**src/rtl/vqpt_pkg.sv**
```systemverilog
// ----------------------------------------------------------------------------
// vqpt_pkg
// Types and constants of the vibration qualifier and relay pulse trigger.
// ----------------------------------------------------------------------------
package vqpt_pkg;

	localparam int TIME_WIDTH_DEF = 32;
	localparam int SAMPLE_INTERVAL = 5;
	localparam int DEBOUNCE_TICKS = 20;
	localparam int COOLDOWN_TICKS = 500;

	localparam int CNT_W = 3;
	localparam int RUN_W = 8;
	localparam int CFG_IDX_W = 3;
	localparam int CFG_DATA_W = 16;
	localparam int SAMPLE_W = 12;
	localparam int TICKS_W = 16;

	localparam logic [RUN_W-1:0] RUN_MAX = '1;

	typedef enum logic [1:0] {
		PH_IDLE = 2'd0,
		PH_TRIG = 2'd1,
		PH_COOL = 2'd2
	} phase_t;

	typedef enum logic [CFG_IDX_W-1:0] {
		REG_DIGITAL_MODE     = 3'd0,
		REG_ACTIVE_LEVEL     = 3'd1,
		REG_ANALOG_THRESHOLD = 3'd2,
		REG_TRIGGER_SAMPLES  = 3'd3,
		REG_RELEASE_SAMPLES  = 3'd4,
		REG_HOLD_TICKS       = 3'd5,
		REG_LOCKOUT_TICKS    = 3'd6,
		REG_PULSE_TICKS      = 3'd7
	} cfg_reg_t;

	function automatic logic [RUN_W-1:0] sat_inc(input logic [RUN_W-1:0] v);
		return (v == RUN_MAX) ? v : v + 1'b1;
	endfunction

endpackage

```
**src/rtl/vibration_qualifier_pulse_trigger_unit.sv**
```systemverilog
// ----------------------------------------------------------------------------
// vibration_qualifier_pulse_trigger_unit
// Sampled vibration qualifier with debounce, hold, lockout and relay pulse.
// ----------------------------------------------------------------------------
// Each transfer on the input channel is one millisecond tick and yields exactly
// one result transfer. A tick is taken into an input register and its whole
// state update (sampling, run counters, detect and release qualification and
// the relay phase step) is computed combinationally into the result register, so
// the block sustains one tick per clock cycle unless the output stalls. The
// input side keeps accepting while a result waits to be taken, and stalls only
// when both the input register and the result register are full. Configuration
// writes take effect at once and are meant for times when no tick is in flight.
module vibration_qualifier_pulse_trigger_unit
	import vqpt_pkg::*;
#(
	parameter int TIME_WIDTH = TIME_WIDTH_DEF
) (
	input  logic                  clk,
	input  logic                  arst_n,
	input  logic                  cfg_we,
	input  logic [CFG_IDX_W-1:0]  cfg_index,
	input  logic [CFG_DATA_W-1:0] cfg_data,
	input  logic                  in_valid,
	output logic                  in_stall,
	input  logic                  sensor_level,
	input  logic                  edge_seen,
	input  logic [SAMPLE_W-1:0]   analog_sample,
	output logic                  out_valid,
	input  logic                  out_stall,
	output logic                  relay_on,
	output logic                  vibration_now,
	output logic [1:0]            pulse_phase,
	output logic [SAMPLE_W-1:0]   sample_value,
	output logic                  detect_event,
	output logic                  release_event
);

	typedef logic [TIME_WIDTH-1:0] tw_t;

	localparam logic [CNT_W-1:0]   SAMPLE_CNT = CNT_W'(SAMPLE_INTERVAL);
	localparam logic [TICKS_W-1:0] DEBOUNCE_T = TICKS_W'(DEBOUNCE_TICKS);
	localparam logic [TICKS_W-1:0] COOLDOWN_T = TICKS_W'(COOLDOWN_TICKS);

	// Configuration registers
	logic                  digital_mode_q;
	logic                  active_level_q;
	logic [SAMPLE_W-1:0]   analog_threshold_q;
	logic [RUN_W-1:0]      trigger_samples_q;
	logic [RUN_W-1:0]      release_samples_q;
	logic [TICKS_W-1:0]    hold_ticks_q;
	logic [TICKS_W-1:0]    lockout_ticks_q;
	logic [TICKS_W-1:0]    pulse_ticks_q;

	// Input register
	logic                  valid_s1;
	logic                  level_s1;
	logic                  edge_s1;
	logic [SAMPLE_W-1:0]   sample_s1;

	// Tick state
	tw_t                   tick_time_q;
	tw_t                   detect_time_q;
	tw_t                   phase_time_q;
	logic [CNT_W-1:0]      countdown_q;
	logic                  edge_latch_q;
	logic [RUN_W-1:0]      active_run_q;
	logic [RUN_W-1:0]      quiet_run_q;
	logic                  detected_q;
	logic                  ever_trig_q;
	phase_t                phase_q;
	logic [SAMPLE_W-1:0]   held_value_q;

	// Next state
	tw_t                   detect_time_d;
	tw_t                   phase_time_d;
	logic [CNT_W-1:0]      countdown_d;
	logic                  edge_latch_d;
	logic [RUN_W-1:0]      active_run_d;
	logic [RUN_W-1:0]      quiet_run_d;
	logic                  detected_d;
	logic                  ever_trig_d;
	phase_t                phase_d;
	logic [SAMPLE_W-1:0]   held_value_d;
	logic                  det_ev;
	logic                  rel_ev;

	// Result register
	logic                  out_valid_q;
	logic                  relay_q;
	logic                  vib_q;
	phase_t                phase_out_q;
	logic [SAMPLE_W-1:0]   sample_out_q;
	logic                  det_ev_q;
	logic                  rel_ev_q;

	logic                  s1_adv;
	logic                  s1_fire;
	logic                  in_fire;

	assign s1_adv   = !out_valid_q || !out_stall;
	assign s1_fire  = valid_s1 && s1_adv;
	assign in_stall = valid_s1 && !s1_adv;
	assign in_fire  = in_valid && !in_stall;

	always_ff @(posedge clk or negedge arst_n) begin
		if (!arst_n) begin
			digital_mode_q     <= 1'b1;
			active_level_q     <= 1'b0;
			analog_threshold_q <= SAMPLE_W'(500);
			trigger_samples_q  <= RUN_W'(1);
			release_samples_q  <= RUN_W'(60);
			hold_ticks_q       <= TICKS_W'(300);
			lockout_ticks_q    <= TICKS_W'(1500);
			pulse_ticks_q      <= TICKS_W'(200);
		end else if (cfg_we) begin
			unique case (cfg_reg_t'(cfg_index))
				REG_DIGITAL_MODE:     digital_mode_q     <= cfg_data[0];
				REG_ACTIVE_LEVEL:     active_level_q     <= cfg_data[0];
				REG_ANALOG_THRESHOLD: analog_threshold_q <= cfg_data[SAMPLE_W-1:0];
				REG_TRIGGER_SAMPLES:  trigger_samples_q  <= cfg_data[RUN_W-1:0];
				REG_RELEASE_SAMPLES:  release_samples_q  <= cfg_data[RUN_W-1:0];
				REG_HOLD_TICKS:       hold_ticks_q       <= cfg_data;
				REG_LOCKOUT_TICKS:    lockout_ticks_q    <= cfg_data;
				REG_PULSE_TICKS:      pulse_ticks_q      <= cfg_data;
				default: ;
			endcase
		end
	end

	always_ff @(posedge clk or negedge arst_n) begin
		if (!arst_n) begin
			valid_s1 <= 1'b0;
		end else if (in_fire) begin
			valid_s1 <= 1'b1;
		end else if (s1_adv) begin
			valid_s1 <= 1'b0;
		end
	end

	always_ff @(posedge clk) begin
		if (in_fire) begin
			level_s1  <= sensor_level;
			edge_s1   <= edge_seen;
			sample_s1 <= analog_sample;
		end
	end

	// Sampling, qualification and relay phase step for the tick in the input register.
	always_comb begin
		logic             sample_tick;
		logic             act;
		logic             det_cond;
		logic             lock_ok;
		tw_t              el;
		tw_t              ph_el;
		phase_t           ph_mid;
		tw_t              pt_mid;

		sample_tick   = (countdown_q >= SAMPLE_CNT);
		detect_time_d = detect_time_q;
		countdown_d   = countdown_q + 1'b1;
		edge_latch_d  = edge_latch_q | edge_s1;
		active_run_d  = active_run_q;
		quiet_run_d   = quiet_run_q;
		detected_d    = detected_q;
		ever_trig_d   = ever_trig_q;
		held_value_d  = held_value_q;
		det_ev        = 1'b0;
		rel_ev        = 1'b0;
		ph_mid        = phase_q;
		pt_mid        = phase_time_q;

		if (digital_mode_q) begin
			act = edge_latch_q || edge_s1 || (level_s1 == active_level_q);
		end else begin
			act = (sample_s1 > analog_threshold_q);
		end

		el = tick_time_q - detect_time_q;
		lock_ok = !ever_trig_q ||
			((el >= TIME_WIDTH'(lockout_ticks_q)) && (el >= TIME_WIDTH'(DEBOUNCE_T)));

		if (sample_tick) begin
			countdown_d  = CNT_W'(1);
			edge_latch_d = 1'b0;
			if (digital_mode_q) begin
				held_value_d = act ? '0 : SAMPLE_W'(1);
			end else begin
				held_value_d = sample_s1;
			end
			active_run_d = act ? sat_inc(active_run_q) : '0;
			quiet_run_d  = act ? '0 : sat_inc(quiet_run_q);
		end

		det_cond = (active_run_d >= trigger_samples_q) && !detected_q;

		if (sample_tick && det_cond) begin
			if (lock_ok) begin
				detected_d    = 1'b1;
				ever_trig_d   = 1'b1;
				detect_time_d = tick_time_q;
				det_ev        = 1'b1;
				if (phase_q != PH_TRIG && phase_q != PH_COOL) begin
					ph_mid = PH_TRIG;
					pt_mid = tick_time_q;
				end
			end
		end else if (sample_tick && (quiet_run_d >= release_samples_q) && detected_q) begin
			if (el >= TIME_WIDTH'(hold_ticks_q)) begin
				detected_d = 1'b0;
				rel_ev     = 1'b1;
			end
		end

		ph_el        = tick_time_q - pt_mid;
		phase_d      = ph_mid;
		phase_time_d = pt_mid;
		unique case (ph_mid)
			PH_TRIG: begin
				if (ph_el >= TIME_WIDTH'(pulse_ticks_q)) begin
					phase_d      = PH_COOL;
					phase_time_d = tick_time_q;
				end
			end
			PH_COOL: begin
				if (ph_el >= TIME_WIDTH'(COOLDOWN_T)) begin
					phase_d = PH_IDLE;
				end
			end
			default: phase_d = PH_IDLE;
		endcase
	end

	always_ff @(posedge clk or negedge arst_n) begin
		if (!arst_n) begin
			tick_time_q   <= '0;
			detect_time_q <= '0;
			phase_time_q  <= '0;
			countdown_q   <= '0;
			edge_latch_q  <= 1'b0;
			active_run_q  <= '0;
			quiet_run_q   <= '0;
			detected_q    <= 1'b0;
			ever_trig_q   <= 1'b0;
			phase_q       <= PH_IDLE;
			held_value_q  <= '0;
		end else if (s1_fire) begin
			tick_time_q   <= tick_time_q + 1'b1;
			detect_time_q <= detect_time_d;
			phase_time_q  <= phase_time_d;
			countdown_q   <= countdown_d;
			edge_latch_q  <= edge_latch_d;
			active_run_q  <= active_run_d;
			quiet_run_q   <= quiet_run_d;
			detected_q    <= detected_d;
			ever_trig_q   <= ever_trig_d;
			phase_q       <= phase_d;
			held_value_q  <= held_value_d;
		end
	end

	always_ff @(posedge clk or negedge arst_n) begin
		if (!arst_n) begin
			out_valid_q <= 1'b0;
		end else if (s1_adv) begin
			out_valid_q <= valid_s1;
		end
	end

	always_ff @(posedge clk) begin
		if (s1_fire) begin
			relay_q      <= (phase_d == PH_TRIG);
			vib_q        <= detected_d;
			phase_out_q  <= phase_d;
			sample_out_q <= held_value_d;
			det_ev_q     <= det_ev;
			rel_ev_q     <= rel_ev;
		end
	end

	assign out_valid     = out_valid_q;
	assign relay_on      = relay_q;
	assign vibration_now = vib_q;
	assign pulse_phase   = phase_out_q;
	assign sample_value  = sample_out_q;
	assign detect_event  = det_ev_q;
	assign release_event = rel_ev_q;

endmodule

```
**config.mk**
```make
export PLATFORM = sky130hd
export DESIGN_NAME = vibration_qualifier_pulse_trigger_unit
export DESIGN_NICKNAME = d
export VERILOG_FILES = /design/src/rtl/vqpt_pkg.sv /design/src/rtl/vibration_qualifier_pulse_trigger_unit.sv
export SDC_FILE = /design/constraint.sdc
export NUM_CORES = 1
export LEC_CHECK = 0
export BUFFER_PORTS_ARGS = -buffer_cell sky130_fd_sc_hd__buf_4
export CORE_AREA = 10 10 184 186
export DETAILED_ROUTE_END_ITERATION = 10
export DIE_AREA = 0 0 194 196
export GPL_ROUTABILITY_DRIVEN = 1
export PLACE_DENSITY = 0.74
export SKIP_CTS_REPAIR_TIMING = 1
export SYNTH_ARGS = -nofsm -noshare
export SYNTH_HDL_FRONTEND = slang
export SYNTH_SLANG_ARGS = --single-unit
```
**constraint.sdc**
```tcl
create_clock -name clk -period 7.9 [get_ports clk]
set_clock_uncertainty 0.05 [all_clocks]
set_input_delay 1.58 -clock clk [delete_from_list [all_inputs] [get_ports clk]]
set_output_delay 1.58 -clock clk [all_outputs]
set_load 0.05 [all_outputs]
```
; ---- Yosys cells after proc, flatten, opt, wreduce, memory -nomap -nowiden
; Cells that the tools add are included.
[totals]
ff_bits = 244
input_bits = 38
output_inout_bits = 20
elab_cells = 124
[op_classes]
addsub = 6
n_lt_le_gt_ge = 9
n_eq_ne = 15
muxes = 31
bitwise_logic = 2
n_reduce_logical = 31
[op_table]
columns = op, count
row1 = $mux W32, 5
row2 = $ge A32 B16 Y1, 3
row3 = $sub A32 B32 Y32, 2
row4 = $mux W8, 6
row5 = $add A32 B1 Y32 const B, 1
row6 = $ge A32 B5 Y1 const B, 1
row7 = $ge A32 B9 Y1 const B, 1
row8 = $mux W12, 2
row9 = $add A8 B1 Y8 const B, 2
row10 = $eq A8 B8 Y1 const B, 2
row11 = $ge A8 B8 Y1, 2
row12 = $reduce_and A2 Y1, 8
row13 = $eq A3 B3 Y1 const B, 4
row14 = $gt A12 B12 Y1, 1
row15 = $mux W1, 11
row16 = $mux W2, 5
row17 = $logic_and A1 B1 Y1, 9
row18 = $eq A3 B2 Y1 const B, 2
row19 = $logic_not A1 Y1, 6
row20 = $eq A2 B1 Y1 const B, 2
row21 = $logic_or A1 B1 Y1, 4
row22 = $pmux W2 S2, 1
row23 = $add A3 B1 Y3 const B, 1
row24 = $eq A3 B1 Y1 const B, 1
row25 = 12 further kinds, 12

; ---- Depth between registers and ports, before layout
[logic_depth]
depth_word = 14
ltp_mapped = 45
depth_no_buf = 42

; ---- Worst setup path before layout
; No wires, ideal clock.
[synth_timing]
kind = register to register
from = register tick_time_q[0]
to = register phase_time_q[10]
setup_ns = 0.125
arrival_time_ns = 8.608
t_required_ns = 7.725
setup_slack_ns = -0.883
path_stages_with_launch = 42
n_path_buf = 3
period_less_slack_ns = 8.783
cell_sequence = dfrtp_1 inv_1 ha_1 inv_1 fa_1 a21o_1 a221o_2 nand2_1 nand2_1 xor2_1 ha_1 nand2_1 nor2_1 a211o_1 o41a_1 a2111oi_0 o211ai_1 o21a_1 [6 not listed] o2111a_1 or2_1 a31oi_1 o21bai_1 a21oi_1 xnor2_1 ha_1 a21o_1 a21o_1 a221oi_1 o21ai_0 a31oi_1 and4_1 a21oi_1 or2_1 a21oi_4 buf_12 mux2_4
[synth_between]
elab_chain_len = 10
word_cells_on_any_way = 15
cone_classes = add/sub (2) / order compare (3) / eq/ne (1) / mux (7) / reduce/logical (2)
[synth_rtl]
columns = element, line
row1 = from (decl), vibration_qualifier_pulse_trigger_unit.sv:61  ; tw_t tick_time_q;
row2 = from (signal assigned), vibration_qualifier_pulse_trigger_unit.sv:248  ; tick_time_q <= tick_time_q + 1'b1;
row3 = $sub A32 B32 Y32, vibration_qualifier_pulse_trigger_unit.sv:179  ; el = tick_time_q - detect_time_q;
row4 = $ge A32 B16 Y1 or $ge A32 B5 Y1 (tied branches), vibration_qualifier_pulse_trigger_unit.sv:181  ; ((el >= TIME_WIDTH'(lockout_ticks_q)) && (el >= TIME_WIDTH'(DEBOUNCE_T)));
row5 = $logic_and A1 B1 Y1, vibration_qualifier_pulse_trigger_unit.sv:181
row6 = $logic_or A1 B1 Y1, vibration_qualifier_pulse_trigger_unit.sv:180  ; lock_ok = !ever_trig_q ||
row7 = $mux W32, vibration_qualifier_pulse_trigger_unit.sv:198  ; if (lock_ok) begin
row8 = $mux W32, vibration_qualifier_pulse_trigger_unit.sv:197  ; if (sample_tick && det_cond) begin
row9 = $sub A32 B32 Y32, vibration_qualifier_pulse_trigger_unit.sv:215  ; ph_el = tick_time_q - pt_mid;
row10 = $ge A32 B16 Y1, vibration_qualifier_pulse_trigger_unit.sv:220  ; if (ph_el >= TIME_WIDTH'(pulse_ticks_q)) begin
row11 = $mux W32, vibration_qualifier_pulse_trigger_unit.sv:220
row12 = $mux W32 (*), vibration_qualifier_pulse_trigger_unit.sv:218  ; unique case (ph_mid)
row13 = to (signal assigned), vibration_qualifier_pulse_trigger_unit.sv:250  ; phase_time_q <= phase_time_d;
row14 = to (decl), vibration_qualifier_pulse_trigger_unit.sv:63  ; tw_t phase_time_q;
; Mark *: on every way between the ends. The rest lies on a longest branch, timed or not.
; A chain may end at the register's enable or synchronous reset.

; ---- Worst setup path in the final report
[layout_timing]
from = register tick_time_q[0]
to = register phase_time_q[11]
; The elaborated chain is that of the path after synthesis.

==> flow_summary_export.csv <==
group,metric,value,unit
run_status,status,"finished, violations left",
run_status,failed_checks,"setup timing",
placement,routabilityCongestion,0.920,
global_route,gr-total-overflow,0,
die,rows,64,
global_route,grt_max_degree,75,
global_route,antenna_found_initial,1,
sta,hold_ws,447,ps
pwr,power_switching,1650,uW
sta,slew_viol_final,0,
setup_path,crit_arrival,8760,ps
setup_path,path_class,"reg2reg",
setup_path,start_kind,"flip-flop",
pwr,power_frac_seq,32.1,%
pwr,pwr-share-comb,39.3,%
die,dieArea,38000,um^2
sta,finalCriticalPeriod,8390,ps
pwr,powerDensity,250,nW/um^2
synthesis,netlist_instances,1697,
pwr,internal_power,3300,uW
setup_path,critPathMostFrequentCell,"ha_1",
drt,drc,0,
clock_tree,clockBufferDepth,3,
drt,wire_per_inst,18.7,um
synthesis,synth.net_count,1881,
synthesis,synth_edf_count,32,
synthesis,ys.flop_type,"dfrtp_1",
placement,place_area,18600,um^2
setup_path,crit_cells,39,
placement,place_inst,2300,
clock_tree,cts.sinks,244,
die,die_w,194,um
setup_path,max_stage_delay,410,ps
setup_path,cp_top_family,"compound AO/OA/AOI/OAI gates",
synthesis,yosys_warnings,0,
setup_path,cp_data_required_time,8280,ps
clock_tree,insertion_delay,570,ps
synthesis,ys_seq_elements,244,
synthesis,yosys.area.top_type_share,28.6,%
pwr,p_sw_share,33.4,%
layout,final_cell_count_no_fill,2363,
layout,nNetsFinal,2130,
pwr,power.total,4960,uW
sta,slew_headroom,34.3,%
synthesis,ys_top_cells_by_count,"nand2_1 (203), dfrtp_1 (186), ha_1 (144)",
layout,stdcell_area,19900,um^2
drt,initialDrtViolationCount,815,
synthesis,ys_types,90,
layout,multi_input_area,9320,um^2
layout,seqCellArea,6300,um^2
sta,worstMarginPinSlew,980,ps
die,die_h,196,um
synthesis,syn_area_per_cell,9.59,um^2
sta,worst_slack,-486,ps
synthesis,synth_most_common_cell,"nand2_1",
layout,diodes,0,
setup_path,cp_max_fo,7,
layout,fillers,2390,
clock_tree,cts_buffers,27,
die,core_region_area,30300,um^2
placement,hpwl,32900,um
sta,finalCritPeriodShare,106,%
placement,portBuffers,57,
synthesis,yosys.area.top_type,"dfrtp_1",
sta,setup_viol,36,
drt,drt-pass1-iter-count,5,
pwr,vdd_drop_max,222,uV
job,drv_cap,0,
global_route,grt_pass1_vias,13900,
hold_path,min_path_cells,2,
layout,drive_above_1_share,26.4,%
placement,post-place-ws,-356,ps
die,io-pin-count,58,
synthesis,syn_area,16300,um^2
synthesis,synth-async-reset-ratio,86.9,%
drt,ant_nets,0,
clock_tree,cts_max_level,1,
setup_path,crit_slowest_cell,"dfrtp_1",
setup_path,ff2ff_path_depth,39,
drt,drt-total-wl,44200,um
pwr,pwr-share-clk,28.6,%
hold_path,hp-class,"reg2reg",
sta,rsz0062_at_grt,"true",
pwr,p_leak,0.00993,uW
setup_path,cp-end-kind,"flip-flop",
clock_tree,path_clk_slew,60,ps
synthesis,yosys-top-cells-area,"dfrtp_1 (29%), ha_1 (11%), edfxtp_1 (5.9%), mux2_2 (5.3%), nand2_1 (4.7%)",
clock_tree,cts_tree,"built",
clock_tree,root_buffer,"clkbuf_16",
global_route,grt_first_pass_wirelength,71000,um
sta,hold_viol_final,0,
drt,vias,13500,
global_route,grt_usage,22.3,%
drt,avgViaCountPerCell,5.72,
synthesis,ys_seq_area_share,38.7,%
die,initial_core_util,53.8,%
layout,area_growth,22.0,%
setup_path,worst-path-buf-inv,5,
sta,max_clock_freq,119,MHz
[power groups by stage]
stage	clock, uW	sequential [uW]	combinational (uW)
detailed placement	0	1610	1860
finish	1420	1590	1950
global route	1480	1610	2180
global placement	0	1600	1810
CTS	1430	1590	1890
floorplan	0	1660	1110
[per-stage QoR]
step                      util, %  TNS [ps]
after floorplan                 -     -5920
after global placement       61.4     -6750
after detailed placement     61.4    -10700
after CTS                    64.7    -15290
after global routing         65.6    -25650
final                        65.6    -14890
[sequential cells by signal, summed over array words and instances, names as in the netlist, 12 cells and up]
name	count
analog_threshold_q	12
detect_time_q	32
held_value_q	12
hold_ticks_q	16
lockout_ticks_q	16
phase_time_q	32
pulse_ticks_q	16
sample_s1	12
sample_value	12
tick_time_q	32
[worst register-to-register path, delay by kind of cell (launching register included)]
family	cells	cell delay, ps
AO/OA/AOI/OAI	16	3700
XOR/XNOR	2	340
adder cells (fa/ha/maj)	5	1340
buffers and inverters	5	610
flip-flops	1	410
multiplexers	2	530
AND/OR/NAND/NOR	9	1270
[cell type report]
type | instances | share of cell area [%]
repair buffers | 283 | 11.2
well taps | 396 | 2.49
clock inverters | 13 | 1.07
inverters | 134 | 2.53
multi-input cells | 1256 | 47.0
flip-flops and latches | 244 | 31.7
clock buffers | 37 | 4.05
[cell usage in the layout (no fill, tap or decap), types with 15 or more instances in the layout]
master	synthesis	final
buf_4	0	274
nand2_1	203	200
dfrtp_1	186	186
ha_1	144	142
inv_1	134	131
o21ai_0	134	129
a21oi_1	97	92
nor2_1	81	81
mux2_2	76	76
xnor2_1	46	45
mux2i_1	42	40
nand3_1	37	37
xor2_1	39	36
nand4_1	34	34
a21o_1	32	32
edfxtp_1	32	32
mux2_4	31	31
clkbuf_16	0	31
dfstp_2	26	26
nand2b_1	23	23
nor3_1	20	20
and3_1	15	15
[cells by family (layout without fill, tap and decap cells)]
kind of cell / Yosys count / after routing / synth area share (%)
AO/OA/AOI/OAI: 396 / 396 / 15.6
XOR/XNOR: 85 / 85 / 4.57
adder cells (fa/ha/maj): 146 / 146 / 11.3
buffers and inverters: 197 / 467 / 5.10
flip-flops: 244 / 244 / 38.7
multiplexers: 149 / 149 / 10.7
AND/OR/NAND/NOR: 480 / 480 / 14.0
[per-layer routing]
layer | part of all wire (%) | vias up | global-route usage (%)
li1 | - | 6529 | -
met4 | 3.6 | 0 | 8.72
met5 | 0 | - | 0
met3 | 4.1 | 82 | 2.88
met2 | 50 | 330 | 39.9
met1 | 42 | 6564 | 26.5
[final timing paths]
path                                              start                      endpoint  slack [ps]
hold / removal             held_value_q[11]$_DFFE_PN0P_  held_value_q[11]$_DFFE_PN0P_         450
hold reg to reg            held_value_q[11]$_DFFE_PN0P_  held_value_q[11]$_DFFE_PN0P_         450
setup reg to reg             tick_time_q[0]$_DFFE_PN0P_  phase_time_q[11]$_DFFE_PN0P_        -490
setup / recovery             tick_time_q[0]$_DFFE_PN0P_  phase_time_q[11]$_DFFE_PN0P_        -490
max in group asynchronous                        arst_n   tick_time_q[31]$_DFFE_PN0P_        5460
min in group asynchronous                        arst_n  pulse_ticks_q[8]$_DFFE_PN0P_         940
(Power assumes the default switching activity.)
